==> config.mk <==
export PLATFORM = sky130hd
export DESIGN_NAME = pofir_acc
export DESIGN_NICKNAME = d
export VERILOG_FILES = /design/src/pofir_pkg.sv /design/src/pofir_acc.sv
export SDC_FILE = /design/constraint.sdc
export NUM_CORES = 1
export LEC_CHECK = 0
export ABC_AREA = 1
export ABC_CLOCK_PERIOD_IN_PS = 6000
export CAP_MARGIN = 20
export CORE_MARGIN = 1
export CORE_UTILIZATION = 65
export DETAILED_ROUTE_END_ITERATION = 6
export DONT_BUFFER_PORTS = 1
export PLACE_DENSITY_LB_ADDON = 0.08
export SLEW_MARGIN = 40
export SYNTH_ARGS = -nofsm -noshare
export SYNTH_HDL_FRONTEND = slang
export SYNTH_SLANG_ARGS = --single-unit
==> constraint.sdc <==
create_clock -name clk -period 6 [get_ports clk]
set_input_delay 0.6 -clock clk [delete_from_list [all_inputs] [get_ports clk]]
set_output_delay 0.6 -clock clk [all_outputs]
set_load 0.02 [all_outputs]
==> src/pofir_pkg.sv <==
// Shared constants, types and control structs for the power-of-two coefficient FIR.
package pofir_pkg;

	localparam int HISTORY_DEPTH = 256;
	localparam int MAX_STAGES    = 16;
	localparam int MAX_COEFFS    = 512;

	localparam int HIST_AW = $clog2(HISTORY_DEPTH);
	localparam int FILL_W  = $clog2(HISTORY_DEPTH + 1);
	localparam int STG_W   = $clog2(MAX_STAGES);
	localparam int SCNT_W  = $clog2(MAX_STAGES + 1);
	localparam int COEF_AW = $clog2(MAX_COEFFS);
	localparam int UCNT_W  = $clog2(MAX_COEFFS + 1);

	localparam int FUNC_W     = 2;
	localparam int IDX_W      = 9;
	localparam int VAL_W      = 9;
	localparam int SAMPLE_W   = 16;
	localparam int OUT_W      = 41;
	localparam int ACC_W      = 42;
	localparam int TERM_SHIFT = 16;
	localparam int DLY_W      = 8;
	localparam int SIGN_POS   = 8;

	localparam int STAGE_CNT_W = 5;
	localparam int COEFF_CNT_W = 10;
	localparam int CFG_W       = 10;
	localparam int CFG_IDX_W   = 1;

	localparam logic [STAGE_CNT_W-1:0] STAGE_CNT_RST = STAGE_CNT_W'(16);
	localparam logic [COEFF_CNT_W-1:0] COEFF_CNT_RST = COEFF_CNT_W'(512);

	typedef enum logic [FUNC_W-1:0] {
		FUNC_SAMPLE = 2'd0,
		FUNC_TERMS  = 2'd1,
		FUNC_COEFF  = 2'd2,
		FUNC_NONE   = 2'd3
	} func_t;

	typedef enum logic [CFG_IDX_W-1:0] {
		CFG_STAGE_COUNT = 1'b0,
		CFG_COEFF_COUNT = 1'b1
	} cfg_idx_t;

	typedef enum logic [2:0] {
		S_IDLE,
		S_STAGE,
		S_ISSUE,
		S_DRAIN,
		S_HALVE,
		S_FINISH
	} seq_state_t;

	typedef enum logic [2:0] {
		ACC_HOLD,
		ACC_CLEAR,
		ACC_ADD,
		ACC_SUB,
		ACC_HALVE
	} acc_op_t;

	typedef struct packed {
		acc_op_t op;
		logic    publish;
	} acc_ctl_t;

	typedef struct packed {
		logic               hist_we;
		logic [HIST_AW-1:0] hist_waddr;
		logic               hist_re;
		logic [HIST_AW-1:0] hist_raddr;
		logic               coef_we;
		logic [COEF_AW-1:0] coef_waddr;
		logic               coef_re;
		logic [COEF_AW-1:0] coef_raddr;
	} mem_ctl_t;

endpackage

==> src/pofir_acc.sv <==
// Shared accumulate unit: clear, add/subtract shifted term, halve, and result register.
module pofir_acc (
	input  logic                                 clk,
	input  logic                                 arst_n,
	input  pofir_pkg::acc_ctl_t                  ctl,
	input  logic [pofir_pkg::SAMPLE_W-1:0]       hist_rdata,
	input  logic                                 result_ready,
	output logic                                 result_valid,
	output logic signed [pofir_pkg::OUT_W-1:0]   filtered,
	output logic                                 out_busy
);
	import pofir_pkg::*;

	logic signed [ACC_W-1:0] acc_q;
	logic signed [ACC_W-1:0] term;
	logic signed [OUT_W-1:0] filtered_q;
	logic                    result_valid_q;

	assign term = {{(ACC_W - SAMPLE_W - TERM_SHIFT){hist_rdata[SAMPLE_W-1]}},
		hist_rdata, {TERM_SHIFT{1'b0}}};

	always_ff @(posedge clk) begin
		case (ctl.op)
			ACC_CLEAR: acc_q <= '0;
			ACC_ADD:   acc_q <= acc_q + term;
			ACC_SUB:   acc_q <= acc_q - term;
			ACC_HALVE: acc_q <= acc_q >>> 1;
			default:   acc_q <= acc_q;
		endcase
	end

	always_ff @(posedge clk) begin
		if (ctl.publish) begin
			filtered_q <= acc_q[OUT_W-1:0];
		end
	end

	always_ff @(posedge clk or negedge arst_n) begin
		if (!arst_n) begin
			result_valid_q <= 1'b0;
		end else if (ctl.publish) begin
			result_valid_q <= 1'b1;
		end else if (result_ready) begin
			result_valid_q <= 1'b0;
		end
	end

	assign result_valid = result_valid_q;
	assign filtered     = filtered_q;
	assign out_busy     = result_valid_q && !result_ready;

endmodule

## Word level (Yosys, flattened, before mapping)

Index checks and enable logic that the tools add are counted.

- Add/subtract/negate cells: 2
- $mul: 0
- Divide/modulo/power cells: 0
- Order comparisons: 0
- Equal/unequal tests: 4
- Shifts and indexed selects: 0
- Multiplexer cells: 3
- Bitwise gates (word level): 1
- Reductions and logical operators: 6

Operator list:

| cell | number |
|---|---|
| $pmux 42 s4 | 1 |
| $add 42x32->42 | 1 |
| $sub 42x32->42 | 1 |
| $eq 3x2->1 const B | 2 |
| $reduce_bool 4->1 | 1 |
| $eq 3x1->1 const B | 1 |
| $eq 3x3->1 const B | 1 |
| $reduce_bool 3->1 | 1 |
| $mux 1 | 2 |
| $reduce_and 2->1 | 1 |
| $reduce_bool 2->1 | 1 |
| $logic_and 1x1->1 | 1 |
| $logic_not 1->1 | 1 |
| $not 1->1 | 1 |

- Register bits: 84
- Bits in latches: 0
- Bits in writable memories: 0
- Bits in read-only memories: 0
- Input bits: 23
- Output and inout bits: 43
- Word-level logic and storage cells: 20
- Memories: 0

## Logic depth before layout (Yosys ltp)

Gate-level depths: netlist (run 1).

- Word-level depth: 3
- Mapped depth: 21
- Gate-level depth less buffers: 21

## Least setup slack after synthesis (run 1)

Ideal clock, no wire load.

- Kind: input-to-reg
- From: input port hist_rdata[0] (netlist bit)
- To: register acc_q[36] (data pin)
- Library setup time: 0.254 ns
- Arrival time: 2.583 ns
- Required time: 5.746 ns
- Setup slack: 3.164 ns
- Stages on the path: 19
- Path buffers: 0
- Path through: inv_1 ha_1 inv_1 nor2_1 nand3b_1 nor3_2 nand3_1 nand2_1 xnor2_1 inv_1 ha_1 nand2_2 inv_1 a21oi_2 nor2_1 nor2_1 nand4_1 nand3_1 nand2_1

- Longest elaborated chain between the ends: 2
- Elaborated cells between the ends (all ways): 3
- Classes of those cells: add/sub: 2; mux: 1

RTL lines:

| what | RTL line | source |
|---|---|---|
| start, declared | pofir_acc.sv:6 | `input logic [pofir_pkg::SAMPLE_W-1:0] hist_rdata,` |
| $sub 42x32->42 / $add 42x32->42 (equally long branches) | pofir_acc.sv:26, pofir_acc.sv:25 |  |
| $pmux 42 s4 (*) | pofir_acc.sv:23 | `case (ctl.op)` |
| end signal, assigned | pofir_acc.sv:25 | `ACC_ADD: acc_q <= acc_q + term;` |
| end signal, assigned | pofir_acc.sv:26 | `ACC_SUB: acc_q <= acc_q - term;` |
| end signal, assigned | pofir_acc.sv:27 | `ACC_HALVE: acc_q <= acc_q >>> 1;` |
| end, declared | pofir_acc.sv:14 | `logic signed [ACC_W-1:0] acc_q;` |

Every way passes the cells marked *; elsewhere a longest branch is shown, timed or not.
A chain may end at the register's enable or synchronous reset.

## Final worst setup path (run 1)

- From: input port hist_rdata[0] (netlist bit)
- To: register acc_q[29] (data pin)

Same word-level chain as after synthesis.

==> results by stage, run 1 <==
Placed design:
- The wire-length estimate of the detail-placed layout is between 9000 and 10000 um.
- The final weighted congestion in routability-driven placement is 0.977.
- The quantity of I/O buffers inserted on ports is 0.
- The pre-CTS worst setup slack is about 2.7 ns.

STA:
- In the finished design, the share of the clock period the worst path needs comes to about half.
- Setup repair after global routing left no endpoint under its margin.
- The accumulated negative setup slack is 0 ns.
- Across all setup checks in the final design, the least slack found is approximately 2.9 ns.
- The total of endpoints with negative setup slack in the final report is 0.
- The max-slew violation count is 0.
- In this run the tightest slew margin relative to its limit is between 50 and 60%.
- The peak clock frequency supported by timing is 327 MHz.
- The worst path needs 3.06 ns of the cycle, external delays included.
- On the final layout, the worst clock skew is 0.00893 ns.
- The slew of the pin with the lowest slew margin is a little over 0.7 ns.
- The number of hold violations in the final report is 0.

Floorplanning:
- The starting density of the core is 67.7%.
- The floorplan has 32 rows.
- The die is 92.0 um tall.
- The floorplan die width is approximately 90 um.
- 66 I/O pins were placed.
- The floorplan step defined a die boundary enclosing 8460 sq um.
- The core outline area is ~7800 sq um.

Yosys:
- The post-synthesis sequential element count is 84.
- After synthesis, the share of flip-flops with an asynchronous set or reset is under 10%.
- The count of flip-flops with a built-in enable after synthesis is 83.
- For this run, the leading register cell type out of synthesis is sky130_fd_sc_hd__edfxtp_1.
- Counting distinct cell types in the post-synthesis netlist gives 39.
- The net count after synthesis is 675.
- The Yosys warning count is 0.
- Dividing the synthesized area by the synthesized cell count gives roughly 8.4 sq um.
- The number of standard cells after synthesis is 625.
- The post-synthesis sequential area ratio is between 40 and 50%.
- The cell area after synthesis is 5260 sq um.

Worst setup path:
- The kind of critical path is in -> reg.
- The internal reg-to-reg setup slack is 3.54 ns.
- The highest net fanout along the worst path is 5.
- STA classifies the critical path startpoint as an input pin.
- The beginning of the worst register-to-register path is acc_q[16].
- The category of the worst setup path capture point is a flip-flop.
- Data arrives at the worst endpoint at 3.17 ns.
- The data required time of the critical path is 6.12 ns.
- The depth of the worst register-to-register path is 13.
- The endpoint identified for the worst register-to-register timing path is acc_q[28].

GRT:
- The number of global-route vias before repair was 4244.
- The largest net degree at the start of global routing is 43.
- The number of antenna violations at the first check in global routing is 0.
- The overflow left after global routing is 0.
- The total global routing track utilization is 34.8%.
- The global-route wire length before repair is 22000 um.

Worst hold path:
- The worst hold path begins at ctl[0].
- The depth of the worst hold-timing path is 0.
- The capture endpoint of the worst hold path is filtered[38].
- The path class of the tightest hold or removal check is in -> reg.

Clock tree:
- TritonCTS built the clock tree.
- The number of buffers added by the clock tree synthesis step is 9.
- The worst-skew pair later-pin latency is about 0.37 ns.
- CTS saw 84 sinks.
- The largest buffer count on any clock path is 2.
- The H-tree was split into 3 levels.
- Clock-pin slew was measured on the worst setup and hold paths at 0.09 ns.
- Clock tree synthesis selected as its root buffer the cell sky130_fd_sc_hd__clkbuf_8.

Run:
- The number of violations of the max-capacitance limit is 0.

Route:
- The count of nets left with antenna violations once routing finished came out at 0.
- The post-detailed-route via-to-cell ratio is 5.89.
- The violation count after the first detailed-route iteration is 374.
- Before antenna repair, the detailed router went through 5 iterations.
- For this block, the routed nets add up to 13800 um of wire.
- The routed length per placed instance is 18.7 um.
- The routed via count is ~4.4k.
- The post-detailed-route DRC marker count is 0.

Pwr:
- The overall power consumption is 1.60 mW.
- The worst supply voltage drop on vdd is 156 uV.
- The total leakage power is 2.55 nW.
- Dividing total power by cell area gives a power density of 287 nW/um^2.

Layout:
- The share of the core filled with cells in the final layout is a little over 70%.
- The post-route netlist has 12.1% of its cells at a drive strength greater than 1.
- At the end of the flow, the number of nets in the layout was 682.
- The area growth from synthesis to final layout is 6.06%.
- 0 antenna diodes ended up in the layout.

Run status:
- The flow ran to the end, and the final reports show no timing, DRC or antenna violations.
repair_timing:
| item | 4_1_cts | 5_1_grt |
|---|---|---|
| setup buffers | 0 | 0 |
| endpoints found under the hold margin | 1 | 0 |
| gates resized for setup | 0 | 0 |
| hold buffers | 1 | 0 |
worst max-delay path by stage:
| stage | start | endpoint | slack, ns |
|---|---|---|---|
| 2_1_floorplan | hist_rdata[0] | acc_q[36] | 3.16 |
| 3_3_place_gp | ctl[3] | acc_q[33] | 2.76 |
| 3_5_place_dp | ctl[3] | acc_q[41] | 2.70 |
| 4_1_cts | ctl[3] | acc_q[27] | 3.02 |
| 5_1_grt | hist_rdata[0] | acc_q[29] | 2.70 |
| 6_report | hist_rdata[0] | acc_q[29] | 2.94 |
report_power, final:
part | total [mW] | internal, mW | leakage (nW) | switching (mW)
registers | 0.768 | 0.709 | 0.842 | 0.0581
clock network | 0.423 | 0.196 | 0.0935 | 0.226
logic | 0.410 | 0.129 | 1.61 | 0.282
synthesized netlist by cell type (4+ instances only):
cell type,count,share of area [%]
sky130_fd_sc_hd__a21oi_1,25,2.4
sky130_fd_sc_hd__buf_2,4,0.38
sky130_fd_sc_hd__a21oi_2,6,1.0
sky130_fd_sc_hd__nand2_2,14,1.7
sky130_fd_sc_hd__nor2_1,58,4.1
sky130_fd_sc_hd__nand3_1,28,2.7
sky130_fd_sc_hd__edfxtp_1,83,47
sky130_fd_sc_hd__o21ai_1,6,0.57
sky130_fd_sc_hd__inv_1,85,6.1
sky130_fd_sc_hd__xor2_1,9,1.5
sky130_fd_sc_hd__nor2_4,5,1.1
sky130_fd_sc_hd__inv_2,10,0.71
sky130_fd_sc_hd__nor2_2,6,0.71
sky130_fd_sc_hd__nand3b_1,4,0.57
sky130_fd_sc_hd__nand2_1,192,14
sky130_fd_sc_hd__ha_1,26,6.2
sky130_fd_sc_hd__nand4_1,7,0.83
sky130_fd_sc_hd__o21ai_0,16,1.5
sky130_fd_sc_hd__xnor2_1,6,1.0
metrics by stage:
stage	instances	cell area, sq um	hold slack [ns]
floorplan	625	5260	0.304
global placement	722	5370	0.304
detailed placement	722	5370	0.304
CTS	739	5580	0.319
global route	739	5580	0.327
finish	739	5580	0.337
worst max-delay path, stage by stage:
cell and delay [ns]:
sky130_fd_sc_hd__inv_1 0.08, sky130_fd_sc_hd__ha_1 0.15, sky130_fd_sc_hd__inv_1 0.07, sky130_fd_sc_hd__nor2_1 0.12, sky130_fd_sc_hd__nand3b_1 0.12, sky130_fd_sc_hd__nor3_2 0.21, sky130_fd_sc_hd__nand2_1 0.08, sky130_fd_sc_hd__nand2_1 0.09
sky130_fd_sc_hd__xnor2_1 0.14, sky130_fd_sc_hd__inv_1 0.07, sky130_fd_sc_hd__ha_1 0.37, sky130_fd_sc_hd__nand2_2 0.18, sky130_fd_sc_hd__inv_2 0.05, sky130_fd_sc_hd__a21oi_2 0.19, sky130_fd_sc_hd__o21ai_2 0.09, sky130_fd_sc_hd__nor2_1 0.28
sky130_fd_sc_hd__nand2_1 0.09, sky130_fd_sc_hd__nand2_1 0.10, sky130_fd_sc_hd__o21ai_1 0.09
cell families after synthesis:
group	synth area share [%]
AND/OR/NAND/NOR	27.8
buffers and inverters	7.75
flip-flops	47.8
adder cells (fa/ha/maj)	6.56
XOR/XNOR	2.50
AO/OA/AOI/OAI	7.52
registers in the layout (all words and copies together) (netlist names):
register / flops
acc_q: 42
filtered: 41
result_valid: 1
layer usage:
metal | GRT usage, % | part of all wire (%) | vias up
met5 | 0 | 0 | -
met4 | 10.7 | 1.9 | 0
met3 | 8.13 | 9.2 | 35
met2 | 59.0 | 49 | 272
met1 | 44.3 | 40 | 2003
li1 | - | - | 2040
placed cells by master, fill, tap and decap left out, drive strengths merged:
cell / synthesis / final
a32o: 1 / 1
o21a: 1 / 1
nor2: 69 / 69
nand3b: 4 / 4
fa: 1 / 1
nor3: 6 / 6
nand3: 31 / 31
o31ai: 2 / 2
clkbuf: 2 / 10
clkinv: 1 / 2
xor2: 9 / 9
bufinv: 0 / 1
a31oi: 1 / 1
clkinvlp: 0 / 2
ha: 26 / 26
inv: 97 / 99
buf: 5 / 2
or2: 2 / 2
nand4: 7 / 7
dfrtp: 1 / 1
a21oi: 31 / 31
nand2: 209 / 209
xnor2: 6 / 6
edfxtp: 83 / 83
dlygate4sd3: 0 / 1
o22ai: 1 / 1
o21bai: 5 / 5
o21ai: 24 / 24
layout make-up:
cell class | instances | area, sq um
clock buffers | 10 | 128
clock inverters | 6 | 71.3
fillers | 578 | 2190
inverters | 98 | 373
multi-input cells | 436 | 2340
flip-flops and latches | 84 | 2520
well taps | 102 | 128
repair buffers | 3 | 25.0
No activity file was read; power rests on OpenSTA's default activity.
==> run 2, diff against run 1 <==
ABC_CLOCK_PERIOD_IN_PS = 2750   (was 6000)
CORE_UTILIZATION = 58   (was 65)
clock period = 2.75 ns   (was 6 ns; I/O delays follow)
==> run 2 against run 1 <==
  * Non-clock buffer count rose by 16
  * Final area rose by 2.5%
  * Combinational power rose by 120%
  * Utilization fell by 6.6 points
  * Hold slack got worse by 0.32 ns
  * Sequential power rose by 120%
  * Clock-buffer cell count did not move
  * Critical path depth did not move
  * Final cell count rose by 3.0%
  * Sequential cell count did not move
  * Critical endpoint unchanged
  * Highest routed layer unchanged
==> results by stage, run 2 (synthesized netlist as in run 1, its figures left out) <==
Floorplanning:
- The starting density of the core is 60.0%.
- The core region is between 8000 and 9000 sq um.
- The floorplan step defined a die boundary enclosing 9460 sq um.
- From left edge to right edge, the die measures about 97 um.
- between 60 and 70 I/O pins were placed.
- In this run the core area contains 34 standard-cell rows.
- The die is 97.2 um tall.

Placed design:
- The quantity of I/O buffers inserted on ports is 0.
- The HPWL reported at the end of detailed placement is 8900 um.
- The final weighted congestion in routability-driven placement is between 0.9 and 1.
- In this run the cell area measured after placement is around 5500 sq um.
- The pre-CTS worst setup slack is -0.168 ns.
- The number of placed instances, taps included, is 742.

Route:
- Summing over every cut layer, the via total after detailed routing is 4074.
- The post-detailed-route via-to-cell ratio is approximately 5.4.
- In the final routed layout, each cell accounts on average for 15.6 um.
- The length of the first detailed-routing pass in iterations is 5.
- After detailed routing, the number of remaining DRC violations is 0.
- Once detail routing completed, the nets flagged for antenna violations numbered 0.
- The violation count after the first detailed-route iteration is 202.
- The routed wire length is 11900 um.

Clock tree:
- The root buffer cell chosen for the clock tree is sky130_fd_sc_hd__clkbuf_8.
- After clock tree synthesis, the clock-pin slew on the worst setup and hold paths is 0.10 ns.
- The total number of H-tree levels is 3.
- CTS saw 84 sinks.
- The largest buffer count on any clock path is 2.
- After clock tree synthesis, the setup repair step added 0 buffers.
- The clock reaches the later pin of the worst-skew pair after 0.37 ns.
- The number of buffers added by the clock tree synthesis step is 9.
- The clock tree from TritonCTS is done.

Worst setup path:
- The number of cells on the critical path is 19.
- In this design, the stage delay of the slowest critical-path cell is 0.35 ns.
- The highest-delay cell along the critical path is sky130_fd_sc_hd__ha_1.
- STA puts the critical path data required time at 2.86 ns.
- The cell that appears most often on the critical path is sky130_fd_sc_hd__nand2_1.
- The critical path arrival is 2.63 ns.
- The depth of the worst register-to-register path is 13.
- The sort of element at the start of the critical path is an input pin.
- The critical path contains buffers and inverters numbering 4 combined.
- The critical path's top delay family is simple AND/OR/NAND/NOR gates.
- STA classifies the critical path endpoint as a flip-flop.
- The critical path goes through inv_1 -> ha_1 -> inv_1 -> nor2_1 -> nand3b_1 -> nor3_4 -> nand2_1 -> nand2_1 -> xnor2_1 -> inv_1 -> ha_1 -> nand2_2 -> inv_2 -> a21oi_2 -> o21ai_2 -> nor2_1 -> nand2_1 -> nand2_1 -> o21ai_1.
- The setup path with the least slack is of type in -> reg.
- Along the worst path, the maximum fanout reaches 5.

Pwr:
- The fraction of power consumed by sequential logic is 48.7%.
- Combinational logic burns approximately 27% of the power.
- The worst supply voltage drop on vdd is 309 uV.
- The areal power density over the cells is 597 nW/um^2.
- Summed over all nets, the switching power comes to 1.22 mW.
- The switching power as a share of total power is 35.6%.
- The total leakage power is 2.62 nW.
- The overall power consumption is 3.41 mW.
- The portion of total power attributed to the clock network is approximately 24%.
- The internal power is 2.20 mW.

STA:
- The final setup skew is 0.0255 ns.
- Setup violations remaining at the end of the flow were counted as 0.
- The part of the cycle the worst path needs is 91.5%.
- The accumulated negative setup slack is 0 ns.
- The worst-case setup margin in the final layout is 0.234 ns.
- At the pin with the least slew margin, the transition time is 0.483 ns.
- The number of hold violations in the final report is 0.
- The max-slew violation count is 0.
- The worst slew slack as a fraction of its limit is 67.7%.
- The post-route minimum period is 2.52 ns.
- Static timing analysis puts the maximum clock frequency at 397 MHz.
- Across all hold checks on the routed design, the worst slack comes to 0.0138 ns.
- Setup repair after global routing left no endpoint under its margin.

Run:
- The number of violations of the max-capacitance limit is 0.

GRT:
- The total global routing track utilization is 26.4%.
- The number of global-route vias before repair is about 3.8k.
- The overflow left after global routing is 0.
- The largest net degree at the start of global routing is just over 40.
- The number of antenna violations at the first check in global routing is 0.
- The first global-routing pass estimated just under 20000 um of wire.

Layout:
- The total area of sequential cells is about 2500 sq um.
- Ranked by flip-flop count, first place goes to acc_q.
- The top cell types in the final layout, fill and taps aside, are sky130_fd_sc_hd__nand2_1 (191), sky130_fd_sc_hd__inv_1 (84), sky130_fd_sc_hd__edfxtp_1 (83).
- The leading cell type in the layout, fill and taps excluded is sky130_fd_sc_hd__nand2_1.
- The count of antenna diodes in the layout is 0.
- The area growth from synthesis to final layout is 8.75%.
- Fill cells in the final layout number approximately 780.
- The final instance area is 5720 sq um.
- The flip-flop count of the largest register, all copies and words added is 42.
- The area of the multi-input gates is roughly 2400 sq um.
- After the last flow step, the layout net total stands at 698.
- The proportion of layout cells with a drive suffix above 1 is between 10 and 15%.
- Cells fill approximately two thirds of the core in the end.
- The non-filler instance count after layout is between 700 and 800.

Worst hold path:
- The depth of the worst hold-timing path is 0.
- The path type of the worst min-delay path is in -> reg.

Run status:
- The run finished with clean final reports.
run 2: layout make-up:
cell class | instances | area share [%]
multi-input combinational | 436 | 41.4
sequential | 84 | 44.0
inverter | 98 | 6.52
clock buffer | 10 | 2.23
tap | 108 | 2.36
clock inverter | 6 | 0.831
timing repair buffer | 19 | 2.62
run 2: final timing paths:
path | start | endpoint | slack, ns
setup / recovery | hist_rdata[0] | acc_q[29] | 0.23
max in group asynchronous | arst_n | result_valid | 2.54
min in group asynchronous | arst_n | result_valid | 0.11
setup reg to reg | acc_q[16] | acc_q[40] | 0.38
hold reg to reg | acc_q[0] | filtered[0] | 0.43
hold / removal | ctl[0] | filtered[21] | 0.01
run 2: what timing repair did:
item                                    in CTS  in global routing
hold endpoints to repair                     4                  1
endpoints found under the setup margin       0                  5
gates resized for setup                      0                  9
hold buffers                                 2                  1
run 2: worst register-to-register path, cell delays in order (launching register included):
cell	delay [ns]
sky130_fd_sc_hd__edfxtp_1	0.35
sky130_fd_sc_hd__inv_1	0.06
sky130_fd_sc_hd__ha_1	0.23
sky130_fd_sc_hd__fa_1	0.41
sky130_fd_sc_hd__inv_1	0.10
sky130_fd_sc_hd__nand3_1	0.06
sky130_fd_sc_hd__nand3_1	0.22
sky130_fd_sc_hd__nand2_1	0.10
sky130_fd_sc_hd__nand2_1	0.20
sky130_fd_sc_hd__nand3_1	0.13
sky130_fd_sc_hd__nand3_1	0.10
sky130_fd_sc_hd__nand2_1	0.06
sky130_fd_sc_hd__nand3_1	0.06
sky130_fd_sc_hd__nand2_1	0.05
run 2: metal layers:
layer  global-route usage (%)  vias to the layer above  wire, um  part of all wire, %
li1                         -                     2072         -                    -
met1                     37.5                     1844      5450                   46
met2                     41.8                      146      5440                   46
met3                     4.32                       12       845                  7.1
met4                     8.26                        0       153                  1.3
met5                        0                        -         0                    0
run 2: power by group through the flow:
| stage | combinational, mW | clock (mW) | sequential (mW) |
|---|---|---|---|
| 2_1_floorplan | 0.661 | 0 | 1.67 |
| 3_3_place_gp | 0.884 | 0 | 1.69 |
| 3_5_place_dp | 0.888 | 0 | 1.69 |
| 4_1_cts | 0.897 | 0.848 | 1.67 |
| 5_1_grt | 1.03 | 0.894 | 1.68 |
| 6_report | 0.919 | 0.832 | 1.66 |
