===== src/pofir_pkg.sv =====
// Shared constants, types and control structs for the power-of-two coefficient FIR.
package pofir_pkg;

	localparam int HISTORY_DEPTH = 256;
	localparam int MAX_STAGES    = 16;
	localparam int MAX_COEFFS    = 512;

	localparam int HIST_AW = $clog2(HISTORY_DEPTH);
	localparam int FILL_W  = $clog2(HISTORY_DEPTH + 1);
	localparam int STG_W   = $clog2(MAX_STAGES);
	localparam int SCNT_W  = $clog2(MAX_STAGES + 1);
	localparam int COEF_AW = $clog2(MAX_COEFFS);
	localparam int UCNT_W  = $clog2(MAX_COEFFS + 1);

	localparam int FUNC_W     = 2;
	localparam int IDX_W      = 9;
	localparam int VAL_W      = 9;
	localparam int SAMPLE_W   = 16;
	localparam int OUT_W      = 41;
	localparam int ACC_W      = 42;
	localparam int TERM_SHIFT = 16;
	localparam int DLY_W      = 8;
	localparam int SIGN_POS   = 8;

	localparam int STAGE_CNT_W = 5;
	localparam int COEFF_CNT_W = 10;
	localparam int CFG_W       = 10;
	localparam int CFG_IDX_W   = 1;

	localparam logic [STAGE_CNT_W-1:0] STAGE_CNT_RST = STAGE_CNT_W'(16);
	localparam logic [COEFF_CNT_W-1:0] COEFF_CNT_RST = COEFF_CNT_W'(512);

	typedef enum logic [FUNC_W-1:0] {
		FUNC_SAMPLE = 2'd0,
		FUNC_TERMS  = 2'd1,
		FUNC_COEFF  = 2'd2,
		FUNC_NONE   = 2'd3
	} func_t;

	typedef enum logic [CFG_IDX_W-1:0] {
		CFG_STAGE_COUNT = 1'b0,
		CFG_COEFF_COUNT = 1'b1
	} cfg_idx_t;

	typedef enum logic [2:0] {
		S_IDLE,
		S_STAGE,
		S_ISSUE,
		S_DRAIN,
		S_HALVE,
		S_FINISH
	} seq_state_t;

	typedef enum logic [2:0] {
		ACC_HOLD,
		ACC_CLEAR,
		ACC_ADD,
		ACC_SUB,
		ACC_HALVE
	} acc_op_t;

	typedef struct packed {
		acc_op_t op;
		logic    publish;
	} acc_ctl_t;

	typedef struct packed {
		logic               hist_we;
		logic [HIST_AW-1:0] hist_waddr;
		logic               hist_re;
		logic [HIST_AW-1:0] hist_raddr;
		logic               coef_we;
		logic [COEF_AW-1:0] coef_waddr;
		logic               coef_re;
		logic [COEF_AW-1:0] coef_raddr;
	} mem_ctl_t;

endpackage


===== src/pofir_seq.sv =====
// Sequencer: loads, history pointer, stage/coefficient walk and read pipeline control.
module pofir_seq (
	input  logic                                   clk,
	input  logic                                   arst_n,
	input  logic                                   item_valid,
	output logic                                   item_ready,
	input  pofir_pkg::func_t                       func,
	input  logic [pofir_pkg::IDX_W-1:0]            load_index,
	input  logic [pofir_pkg::VAL_W-1:0]            load_value,
	input  logic [pofir_pkg::STAGE_CNT_W-1:0]      stage_count,
	input  logic [pofir_pkg::COEFF_CNT_W-1:0]      coeff_count,
	input  logic [pofir_pkg::VAL_W-1:0]            coef_rdata,
	input  logic                                   out_busy,
	output pofir_pkg::mem_ctl_t                    mem,
	output pofir_pkg::acc_ctl_t                    acc
);
	import pofir_pkg::*;

	seq_state_t state_q, state_d;

	logic [SCNT_W-1:0]  stage_q, stages_q;
	logic [UCNT_W-1:0]  used_q, limit_q;
	logic [VAL_W-1:0]   left_q;
	logic [HIST_AW-1:0] ptr_q, newest_q;
	logic [FILL_W-1:0]  fill_q;
	logic               v_s1_q, v_s2_q, sign_s2_q;
	logic [VAL_W-1:0]   stage_terms_q [MAX_STAGES];

	logic               accept, start, issue, hit;
	logic [DLY_W-1:0]   delay;
	logic [HIST_AW:0]   nd, dd, slot_w;
	logic [SCNT_W-1:0]  stages_sat;
	logic [UCNT_W-1:0]  limit_sat;

	assign item_ready = (state_q == S_IDLE);
	assign accept     = item_valid && item_ready;
	assign start      = accept && (func == FUNC_SAMPLE);
	assign issue      = (state_q == S_ISSUE) && (left_q != '0) && (used_q < limit_q);

	assign stages_sat = (32'(stage_count) > MAX_STAGES) ? SCNT_W'(MAX_STAGES)
		: SCNT_W'(stage_count);
	assign limit_sat  = (32'(coeff_count) > MAX_COEFFS) ? UCNT_W'(MAX_COEFFS)
		: UCNT_W'(coeff_count);

	// s1: coefficient word arrives; a term is live only if its slot has been written
	assign delay  = coef_rdata[DLY_W-1:0];
	assign hit    = v_s1_q && (32'(delay) < 32'(fill_q));
	assign nd     = {1'b0, newest_q};
	assign dd     = (HIST_AW + 1)'(delay);
	assign slot_w = (nd >= dd) ? nd - dd : nd + (HIST_AW + 1)'(HISTORY_DEPTH) - dd;

	always_comb begin
		mem.hist_we    = start;
		mem.hist_waddr = ptr_q;
		mem.hist_re    = hit;
		mem.hist_raddr = slot_w[HIST_AW-1:0];
		mem.coef_we    = accept && (func == FUNC_COEFF) && (32'(load_index) < MAX_COEFFS);
		mem.coef_waddr = COEF_AW'(load_index);
		mem.coef_re    = issue;
		mem.coef_raddr = COEF_AW'(used_q);
	end

	always_ff @(posedge clk or negedge arst_n) begin
		if (!arst_n) begin
			state_q <= S_IDLE;
		end else begin
			state_q <= state_d;
		end
	end

	always_comb begin
		state_d     = state_q;
		acc.op      = v_s2_q ? (sign_s2_q ? ACC_SUB : ACC_ADD) : ACC_HOLD;
		acc.publish = 1'b0;
		case (state_q)
			S_IDLE: begin
				if (start) begin
					acc.op  = ACC_CLEAR;
					state_d = S_STAGE;
				end
			end
			S_STAGE: begin
				state_d = (stage_q == stages_q) ? S_FINISH : S_ISSUE;
			end
			S_ISSUE: begin
				if (!issue) begin
					state_d = S_DRAIN;
				end
			end
			S_DRAIN: begin
				if (!v_s1_q && !v_s2_q) begin
					state_d = S_HALVE;
				end
			end
			S_HALVE: begin
				acc.op  = ACC_HALVE;
				state_d = S_STAGE;
			end
			S_FINISH: begin
				if (!out_busy) begin
					acc.publish = 1'b1;
					state_d     = S_IDLE;
				end
			end
			default: state_d = S_IDLE;
		endcase
	end

	always_ff @(posedge clk or negedge arst_n) begin
		if (!arst_n) begin
			ptr_q    <= '0;
			fill_q   <= '0;
			newest_q <= '0;
			stage_q  <= '0;
			stages_q <= '0;
			used_q   <= '0;
			limit_q  <= '0;
			left_q   <= '0;
			v_s1_q   <= 1'b0;
			v_s2_q   <= 1'b0;
		end else begin
			v_s1_q <= issue;
			v_s2_q <= hit;
			if (start) begin
				newest_q <= ptr_q;
				ptr_q    <= (ptr_q == HIST_AW'(HISTORY_DEPTH - 1)) ? '0 : ptr_q + 1'b1;
				if (fill_q != FILL_W'(HISTORY_DEPTH)) begin
					fill_q <= fill_q + 1'b1;
				end
				stage_q  <= '0;
				stages_q <= stages_sat;
				used_q   <= '0;
				limit_q  <= limit_sat;
			end
			if (state_q == S_STAGE && stage_q != stages_q) begin
				left_q <= stage_terms_q[stage_q[STG_W-1:0]];
			end
			if (issue) begin
				used_q <= used_q + 1'b1;
				left_q <= left_q - 1'b1;
			end
			if (state_q == S_HALVE) begin
				stage_q <= stage_q + 1'b1;
			end
		end
	end

	always_ff @(posedge clk) begin
		sign_s2_q <= coef_rdata[SIGN_POS];
		if (accept && func == FUNC_TERMS && 32'(load_index) < MAX_STAGES) begin
			stage_terms_q[STG_W'(load_index)] <= load_value;
		end
	end

`ifndef SYNTHESIS
	a_used_le_limit: assert property (@(posedge clk) disable iff (!arst_n)
		state_q != S_IDLE |-> used_q <= limit_q)
		else $error("coefficient walk ran past its limit");

	a_halve_drained: assert property (@(posedge clk) disable iff (!arst_n)
		state_q == S_HALVE |-> !v_s1_q && !v_s2_q)
		else $error("halve while terms still in flight");

	a_stage_bound: assert property (@(posedge clk) disable iff (!arst_n)
		state_q != S_IDLE |-> stage_q <= stages_q)
		else $error("stage index beyond stage count");

	a_no_busy_publish: assert property (@(posedge clk) disable iff (!arst_n)
		acc.publish |-> !out_busy && !v_s2_q)
		else $error("result published over a pending transaction or live term");
`endif

endmodule


===== config.mk =====
export PLATFORM = sky130hd
export DESIGN_NAME = pofir_seq
export DESIGN_NICKNAME = d
export VERILOG_FILES = /design/src/pofir_pkg.sv /design/src/pofir_seq.sv
export SDC_FILE = /design/constraint.sdc
export NUM_CORES = 1
export LEC_CHECK = 0
export ABC_AREA = 1
export BUFFER_PORTS_ARGS = -buffer_cell sky130_fd_sc_hd__buf_4
export CAP_MARGIN = 25
export CORE_MARGIN = 2
export CORE_UTILIZATION = 45
export CTS_CLUSTER_DIAMETER = 60
export DETAILED_ROUTE_END_ITERATION = 16
export GPL_TIMING_DRIVEN = 1
export HOLD_SLACK_MARGIN = 0.08
export SETUP_SLACK_MARGIN = 0.5
export SYNTH_ARGS = -nofsm -noshare
export SYNTH_HDL_FRONTEND = slang
export SYNTH_SLANG_ARGS = --single-unit

===== constraint.sdc =====
create_clock -name clk -period 2.8 [get_ports clk]
set_clock_uncertainty 0.15 [all_clocks]
set_input_delay 0.56 -clock clk [delete_from_list [all_inputs] [get_ports clk]]
set_output_delay 0.56 -clock clk [all_outputs]
set_load 0.005 [all_outputs]

# Yosys cells after proc, flatten, opt, wreduce, memory -nomap -nowiden
# Memory sizes are Yosys's and may differ from the RTL's.
# Cells that the tools add are included.
# Widths: inputs -> output; s select.
dict set report word_totals {
  register_bits 70
  latchBits 0
  mem_bits_rw 144
  mem_bits_ro 0
  inputBits 48
  output_inout_bits 43
  wordCells 86
  n_memories 1
}
dict set report classes {
  addsub 8
  mul 0
  div 0
  order_cmp 6
  eq_ne 15
  shifts 0
  muxes 24
  n_bitwise 0
  reduce_logical 20
}
# memory depth width rd rd_clocked_by_memory_dff write_ports line_no
set mem_list {}
lappend mem_list {stage_terms_q 16 9 1 0 1 pofir_seq.sv:27} ;# logic [VAL_W-1:0] stage_terms_q [MAX_STAGES];
# operator n
set op_table {}
lappend op_table {{$mux 10} 3}
lappend op_table {{$mux 9} 2}
lappend op_table {{$pmux 3 s6} 1}
lappend op_table {{$add 8x1->8 const B} 2}
lappend op_table {{$mux 8} 2}
lappend op_table {{$sub 8x8->8} 2}
lappend op_table {{$mux 3} 5}
lappend op_table {{$mux 5} 3}
lappend op_table {{$add 10x1->10 const B} 1}
lappend op_table {{$gt 10x10->1 const B} 1}
lappend op_table {{$logic_and 1x1->1} 10}
lappend op_table {{$lt 10x10->1} 1}
lappend op_table {{$add 9x1->9 const B} 1}
lappend op_table {{$lt 8x9->1} 1}
lappend op_table {{$lt 9x5->1 const B} 1}
lappend op_table {{$ne 9x9->1 const B} 1}
lappend op_table {{$reduce_bool 9->1} 1}
lappend op_table {{$sub 9x1->9 const B} 1}
lappend op_table {{$eq 8x8->1 const B} 1}
lappend op_table {{$ge 8x8->1} 1}
lappend op_table {{$eq 3x2->1 const B} 2}
lappend op_table {{$eq 3x3->1 const B} 2}
lappend op_table {{$ne 2x2->1 const B} 3}
lappend op_table {{$pmux 3 s2} 1}
lappend op_table {{16 further kinds} 24}

# Depth between registers and ports, before layout
# Gate-level depths: netlist of run 1.
dict set report depth {
  depth_word 6
  depth_mapped 13
  ltp_nobuf 12
}

# Worst setup path after synthesis of run 1
# Ideal clock, no wire load.
dict set report synth_path {
  path_kind {input to output}
  start {input port coef_rdata[0] (netlist name)}
  end {output port mem[26] (netlist name)}
  arrival_ns 1.817
  required_ns 2.090
  setup_slack_ns 0.273
  stages 6
  cell_sequence {ha_1 > fa_1 > o21ai_0 > a21oi_1 > o21bai_1 > xor2_1}
}
# element line_no
set synth_lines {}
lappend synth_lines {{start: declaration} pofir_seq.sv:12} ;# input logic [pofir_pkg::VAL_W-1:0] coef_rdata,
lappend synth_lines {{end: declaration} pofir_seq.sv:14} ;# output pofir_pkg::mem_ctl_t mem,

==> summary by stage, run 1 <==
Worst setup path
The cell at the slowest stage of the critical path is sky130_fd_sc_hd__dfrtp_1. The critical path is of the reg2out type. At the worst endpoint, the arrival time is 2.13 ns. The internal reg-to-reg setup slack is 0.28 ns. The maximum fanout along the worst path is 5. For the worst flop-to-flop path, the logic depth is 19. Data on the critical path is required at its endpoint by 2.09 ns.

The endpoint kind of the worst setup timing path is a primary output. The type of origin of the critical path is a flip-flop. Traced cell by cell, the critical path runs through ha_1 > nand2_1 > o21ai_2 > a21oi_1 > o21bai_1 > xor2_1 > buf_4. The largest single stage delay on the critical path is 0.40 ns. The endpoint identified for the worst register-to-register timing path is left_q[3]$_DFFE_PN0P_.

The beginning of the worst register-to-register path is used_q[9]$_DFFE_PN0P_.

Route
The mean routed wirelength per cell is 16.1 um. In the routed design, unresolved DRC markers number 0. The iteration-0 DRC count of the detailed router is 650.

For this run, the detailed router's first-pass iteration total came to 5. The routed layout has 8,040 vias. The residual antenna-violating net count after detailed routing is 0.

Wires add up to 25,900 um. The vias per cell is 5.00.

Floorplan
The floorplan die area is 24,500 sq um. The floorplan row count is 55. The standard cell core area is 22,800 sq um.

The top-level port count is 91. The overall die height is 157 um. The initial utilization of the core area, before any placement, comes to 46.0%. The floorplan die width is 157 um.

STA
Setup repair after global routing could not meet its margin everywhere. Headroom to the max-slew limit came out at 66.9%. Of the available clock period, the critical path in the final layout requires 101%.

The final count of hold timing violations was 0. Setup violations remaining at the end of the flow were counted as 2. The final sum of negative setup slack is -0.0413 ns. Across all setup checks in the final design, the least slack found is -0.0391 ns. For the pin with the worst max-slew slack, the measured transition is 0.496 ns. After layout, the minimum clock period comes to 2.84 ns. The maximum operating frequency is 352 MHz. The final-report max-slew violation count is 0.

Layout
The number of antenna diodes in the final layout is 0. In the final design database the tool counted 1,357 nets. The post-route netlist has 24.5% of its cells at a drive strength greater than 1. Leaving out fill and tap cells, the most frequent cell in the layout is sky130_fd_sc_hd__nand2_1. Counting the fill cells in the layout gives 1,918. In the layout the commonest cells are 316 x sky130_fd_sc_hd__nand2_1, 153 x sky130_fd_sc_hd__buf_4, 144 x sky130_fd_sc_hd__edfxtp_1. The post-layout instance area is 13,400 sq um.

The synthesis-to-layout area growth is 27.6%.

Placement
The instance area at placement is 11,500 sq um. The quantity of I/O buffers inserted on ports is 90. The worst setup timing slack at the placement stage is 0.112 ns. The detailed placer's ending HPWL is 16,300 um. Routability-driven placement finished with a final weighted congestion of 0.848.

Run
The number of maximum-capacitance constraint violations is 0.

Yosys
In this run the cell area of the synthesized design comes to 10,500 sq um. The flip-flop and latch count after synthesis is 214. Counting every net in the synthesized netlist gives 1,201. The dominant register cell in the synthesized netlist is sky130_fd_sc_hd__edfxtp_1. The cell count after synthesis is 1,122. The sequential-to-total area share from yosys stat is 57.9%. The count of warnings emitted by yosys is 0. The number of distinct library cell variants in the gate-level netlist after synthesis is 37.

The share of synthesized flip-flops with an asynchronous set or reset is 32.2%. The average footprint of a synthesized cell is 9.34 sq um. In this run, synthesis inferred 144 flip-flops with an integrated enable.

Run status
The final reports fail on negative setup slack. The flow ran to the end, but the final reports show violations.

Clock tree
The worst-skew pair later-pin latency is 0.54 ns. The clock root buffer is sky130_fd_sc_hd__clkbuf_16. The number of H-tree branching levels is 1. The tree built by TritonCTS fans out to 214 sinks. The CTS buffer count is 24. The register clock-pin slew on the reported worst setup and hold paths is 0.06 ns.

The TritonCTS clock tree is done. The maximum buffer depth of the clock tree is 3.

GRT
For this run the aggregate overflow at the end of global routing stands at 0. The initial antenna violation count is 0. Entering global routing, the biggest net connects 80 pins. The wire length of the first global-routing pass is 39,800 um. The via count of the first global-routing pass is 7,606. Across every metal layer, demand over resource in global routing totals 20.9%.

Min path
The path with the worst hold slack has its endpoint at stages_q[2]$_DFFE_PN0P_. The worst min-delay path category is in2reg. The origin of the worst min-delay path is stage_count[2]. The number of cells on the worst hold path is 2.

Power
Summed over all cells, the static leakage comes to 5.95 nW. The power density relative to cell area is 510 nW/um^2. The worst IR drop on VDD is 0.522 mV.
sequential cells by signal, summed over array words and instances (netlist names), 8 cells and up:
register       cells
limit_q           10
newest_q           8
ptr_q              8
stage_terms_q    144
used_q            10
fill_q             9
left_q             9
per-layer routing:
| metal | share of wire, % | up-vias | GRT usage (%) |
|---|---|---|---|
| met5 | 0 | - | 0 |
| met4 | 2.8 | 0 | 6.20 |
| met3 | 4.6 | 48 | 2.66 |
| met2 | 50 | 204 | 36.6 |
| met1 | 43 | 3807 | 27.3 |
| li1 | - | 3981 | - |
cell usage after synthesis (2+ instances only):
cell type / count / area (sq um)
sky130_fd_sc_hd__xnor2_1: 12 / 105
sky130_fd_sc_hd__o21ai_0: 59 / 295
sky130_fd_sc_hd__nand3b_1: 4 / 30.0
sky130_fd_sc_hd__clkbuf_1: 13 / 48.8
sky130_fd_sc_hd__ha_1: 30 / 375
sky130_fd_sc_hd__a21oi_1: 21 / 105
sky130_fd_sc_hd__a22o_1: 2 / 17.5
sky130_fd_sc_hd__nor2_1: 83 / 312
sky130_fd_sc_hd__or2_2: 3 / 18.8
sky130_fd_sc_hd__nor3_1: 9 / 45.0
sky130_fd_sc_hd__dfrtp_1: 69 / 1730
sky130_fd_sc_hd__nand3_1: 110 / 551
sky130_fd_sc_hd__o22ai_1: 2 / 12.5
sky130_fd_sc_hd__nand4_1: 17 / 106
sky130_fd_sc_hd__nor2_2: 3 / 18.8
sky130_fd_sc_hd__buf_4: 21 / 158
sky130_fd_sc_hd__inv_2: 6 / 22.5
sky130_fd_sc_hd__nand2_1: 324 / 1220
sky130_fd_sc_hd__inv_1: 125 / 469
sky130_fd_sc_hd__xor2_1: 19 / 166
sky130_fd_sc_hd__o211ai_1: 5 / 37.5
sky130_fd_sc_hd__nand2_2: 3 / 18.8
sky130_fd_sc_hd__o21ai_1: 2 / 10.0
sky130_fd_sc_hd__nor4_1: 3 / 18.8
sky130_fd_sc_hd__buf_2: 19 / 95.1
sky130_fd_sc_hd__edfxtp_1: 144 / 4320
sky130_fd_sc_hd__nand3_4: 3 / 52.6
sky130_fd_sc_hd__nor2_4: 2 / 22.5
where the power goes:
part	switching, mW	internal, mW
Sequential	0.000178	3.38
Clock	1.30	1.89
Combinational	0.131	0.108
worst max-delay path by stage:
stage | startpoint | end | slack [ns]
6_report | newest_q[3]$_DFFE_PN0P_ | mem[26] | -0.04
5_1_grt | newest_q[0]$_DFFE_PN0P_ | mem[26] | -0.14
4_1_cts | newest_q[0]$_DFFE_PN0P_ | mem[26] | -0.05
3_5_place_dp | coef_rdata[0] | mem[26] | 0.11
3_3_place_gp | coef_rdata[0] | mem[26] | 0.14
2_1_floorplan | coef_rdata[0] | mem[26] | 0.44
timing repair:
| item | in CTS | in global routing |
|---|---|---|
| endpoints found under the hold margin | 70 | 0 |
| pin swaps | 34 | 34 |
| endpoints found under the setup margin | 47 | 89 |
| hold buffers | 2 | 0 |
| cloned | 1 | 0 |
| resized for setup | 81 | 45 |
| buffers inserted | 39 | 19 |
per-stage QoR:
| step | power (mW) | hold slack [ns] | util, % | instances |
|---|---|---|---|---|
| 4_1_cts | 6.87 | 0.0931 | 57.1 | 1590 |
| 2_1_floorplan | 3.50 | 0.114 | - | 1122 |
| 5_1_grt | 7.04 | 0.0857 | 58.7 | 1609 |
| 6_report | 6.81 | 0.108 | 58.7 | 1609 |
| 3_3_place_gp | 3.65 | 0.235 | 50.7 | 1504 |
| 3_5_place_dp | 3.65 | 0.236 | 50.7 | 1504 |
area by class of cell:
class	count	area [sq um]	area share, %
clock inverters	17	194	1.45
flip-flops and latches	214	6080	45.5
clock buffers	27	622	4.65
well taps	313	392	2.93
repair buffers	185	1570	11.8
multi-input cells	721	3990	29.9
inverters	132	514	3.85
worst max-delay path, delay by kind of cell, from the launching register on:
family | cells | cell delay [ns]
flip-flops | 1 | 0.40
buffers and inverters | 1 | 0.13
XOR/XNOR | 1 | 0.17
adder cells (fa/ha/maj) | 1 | 0.40
AO/OA/AOI/OAI | 3 | 0.41
AND/OR/NAND/NOR | 1 | 0.10
cell families after synthesis:
| group | share of synthesized area, % |
|---|---|
| flip-flops | 57.9 |
| buffers and inverters | 7.75 |
| AND/OR/NAND/NOR | 23.2 |
| AO/OA/AOI/OAI | 4.72 |
| adder cells (fa/ha/maj) | 3.77 |
| XOR/XNOR | 2.59 |
Power figures use the tool's default switching activity.
==> inputs of run 2 (changes only) <==
Settings changed: SETUP_SLACK_MARGIN 0.5 to not set.
==> run 2 against run 1 <==
The flow still finishes with violations (negative setup slack). Setup slack improved by 0.015 ns. Global-route usage decreased by 0.39 points. Sequential cell count unchanged. Die area unchanged. Utilization decreased by 3.9 points. Highest routed layer unchanged.
==> summary by stage, run 2 (synthesis gave the netlist of run 1 again) <==
Route
The iteration-0 DRC count of the detailed router came to 458 (-30%). The number of vias in the routed layout is 7,689 (-4.4%). The mean routed wirelength per cell was 15.8 um (-1.8%).

The first-pass iteration count of the detailed router came to 5 (unchanged). The number of DRC violations after detailed routing is 0 (unchanged). The residual antenna-violating net count after detailed routing came to 0 (unchanged). The aggregate routed wire length was 24,700 um (-4.7%). The vias per cell is 4.93 (-1.4%).

Placement
The final estimated routing congestion in global placement is 0.824 (-2.9%). The worst setup timing slack at the placement stage is -0.00794 ns (-0.120 ns). The quantity of I/O buffers inserted on ports is 90 (unchanged).

The detailed placer's ending HPWL came to 16,400 um (+0.63%).

Worst setup path
The number of logic stages on the critical path including buffering is 8 (+1). The critical path's top delay family is adder cells. The end point of the critical path is mem[26]. The buffering stage count on the worst path with inverters included was 2 (+1). The worst setup path is of the reg2out kind. Traced cell by cell, the critical path runs through inv_2 > ha_4 > fa_2 > o21ai_2 > a21oi_2 > o21bai_1 > xor2_1 > buf_4. The depth of the worst register-to-register path is 8 (-11).

The internal reg-to-reg setup slack was 0.52 ns (+0.24 ns). In this run the critical register-to-register path is launched from state_q[1]$_DFFE_PN0P_. The first element of the critical path is newest_q[0]$_DFFE_PN0P_. The data arrival time at the worst-slack endpoint is 2.11 ns (-0.02 ns). The endpoint identified for the worst register-to-register timing path is stage_terms_q[9][2]$_DFFE_PP_. The largest stage delay on the critical path is 0.36 ns (-0.04 ns). The data required time at the worst endpoint is 2.09 ns (about the same). The endpoint kind of the worst setup timing path is a primary output. The cell at the slowest stage of the critical path is sky130_fd_sc_hd__dfrtp_1. The type of origin of the critical path is a flip-flop.

The maximum fanout along the worst path is 2 (-3).

Clock tree
The CTS buffer count is 25 (+4.2%). The sink count of the clock tree is 214 (unchanged). TritonCTS built the clock tree. The maximum buffer depth of the clock tree is 3 (unchanged). The clock root buffer is sky130_fd_sc_hd__clkbuf_16. The worst-skew pair later-pin latency came to 0.52 ns (-0.02 ns).

The register clock-pin slew on the reported worst setup and hold paths is 0.05 ns (about the same). The number of H-tree branching levels came to 1 (unchanged).

STA
The final number of setup-violating endpoints is 1 (-1). The post-route minimum period came to 2.82 ns (-0.0146 ns). The ratio of final minimum period to clock period was 101% (-0.52 points).

The actual transition at the worst max-transition pin is 0.543 ns (+0.0477 ns). The setup slack of the critical path after layout is -0.0245 ns (+0.0146 ns). The final count of hold timing violations is 0 (unchanged). The maximum operating frequency is 354 MHz (+0.52%). Setup repair after global routing could not meet its margin everywhere. The relative slew slack is 63.8% (-3.1 points).

The final-report max-slew violation count is 0 (unchanged).

Power
The leakage power summed over all cells came to 5.59 nW (-6.1%). The worst IR drop on VDD came to 0.572 mV (+9.7%). The power density relative to cell area is 537 nW/um^2 (+5.4%). The total power after layout is 6.71 mW (-1.5%).

Layout
The fraction of layout cells with a size suffix above 1 is 17.0% (-7.5 points). The synthesis-to-layout area growth is 19.2%. The number of flip-flops under the largest register name came to 144 (unchanged). The antenna diode count was 0 (unchanged).

The library cells used most frequently in the layout, excluding fill and tap cells, are 322 x sky130_fd_sc_hd__nand2_1, 144 x sky130_fd_sc_hd__edfxtp_1, 133 x sky130_fd_sc_hd__buf_4. The net count reported at finish came to 1,310 (-3.5%). More flip-flops sit in one register than any other, and that register is stage_terms_q. The largest registers in the layout are stage_terms_q x144, limit_q x10, used_q x10. Leaving out fill and tap cells, the most frequent cell in the layout is sky130_fd_sc_hd__nand2_1.

Min path
The tightest min-delay check is of the in2reg type.

GRT
The maximum number of pins on one net before global-route repair came to 80 (unchanged). The initial antenna violation count is 0 (unchanged). The total overflow reported by the global router is 0 (unchanged). The wire length of the first global-routing pass was 39,300 um (-1.2%). The overall global routing resource usage is 20.5% (-0.39 points). The via count of the first global-routing pass is 7,437 (-2.2%).

Floorplan
The floorplan row count is 55 (unchanged). The floorplan die area was 24,500 sq um (unchanged). The floorplan die width is 157 um (unchanged). The overall die height is 157 um (unchanged). The standard cell core area is 22,800 sq um (unchanged). The top-level port count is 91 (unchanged). The initial core utilization is 46.0% (unchanged).

Run status
The run finished, with violations left. The final reports fail on negative setup slack.

Run
The number of maximum-capacitance constraint violations is 0 (unchanged).
-- run 2: repair_timing --
| action | CTS | global route |
|---|---|---|
| resized for setup | 13 | 16 |
| setup endpoints to repair | 7 | 4 |
| pin swaps | 3 | 4 |
| setup buffers | 1 | 9 |
| hold buffers | 2 | 0 |
| hold endpoints to repair | 41 | 0 |
-- run 2: stage by stage --
step | std cells | cell area, sq um | hold slack, ns | utilization, % | TNS [ns]
CTS | 1552 | 12400 | 0.0891 | 54.3 | -0.0448
finish | 1561 | 12500 | 0.109 | 54.8 | -0.0245
global route | 1561 | 12500 | 0.101 | 54.8 | -0.216
detailed placement | 1505 | 11500 | 0.320 | 50.6 | -0.00794
global placement | 1505 | 11500 | 0.315 | 50.6 | 0
floorplan | 1122 | 10500 | 0.114 | - | 0
-- run 2: layout make-up --
type / instances / area, sq um
Sequential cell: 214 / 6080
Inverter: 132 / 503
Clock inverter: 7 / 97.6
Timing Repair Buffer: 137 / 1060
Fill cell: 2028 / 10300
Multi-Input combinational cell: 721 / 3680
Clock buffer: 37 / 681
Tap cell: 313 / 392
-- run 2: metal layers --
metal	part of all wire [%]	routed length, um	track usage, %	up-vias
met5	0	0	0	-
met4	2.8	695	6.12	0
met3	4.0	994	2.24	42
met2	48	11800	35.2	175
met1	45	11200	27.6	3591
li1	-	-	-	3881
-- run 2: power breakdown --
part	total [mW]	internal, mW	switching, mW
Combinational	0.207	0.0930	0.114
Sequential	3.38	3.38	0.000189
Clock	3.12	1.87	1.25
-- run 2: worst min-delay path by stage --
| stage | from | endpoint | slack (ns) | cells after the start |
|---|---|---|---|---|
| 6_report | stage_count[3] | stages_q[3]$_DFFE_PN0P_ | 0.11 | 2 |
| 5_1_grt | stage_count[2] | stages_q[2]$_DFFE_PN0P_ | 0.10 | 2 |
| 4_1_cts | stage_count[3] | stages_q[3]$_DFFE_PN0P_ | 0.09 | 2 |
| 3_5_place_dp | left_q[0]$_DFFE_PN0P_ | left_q[0]$_DFFE_PN0P_ | 0.32 | 2 |
| 3_3_place_gp | fill_q[8]$_DFFE_PN0P_ | fill_q[8]$_DFFE_PN0P_ | 0.31 | 2 |
| 2_1_floorplan | arst_n | fill_q[0]$_DFFE_PN0P_ | 0.11 | 0 |
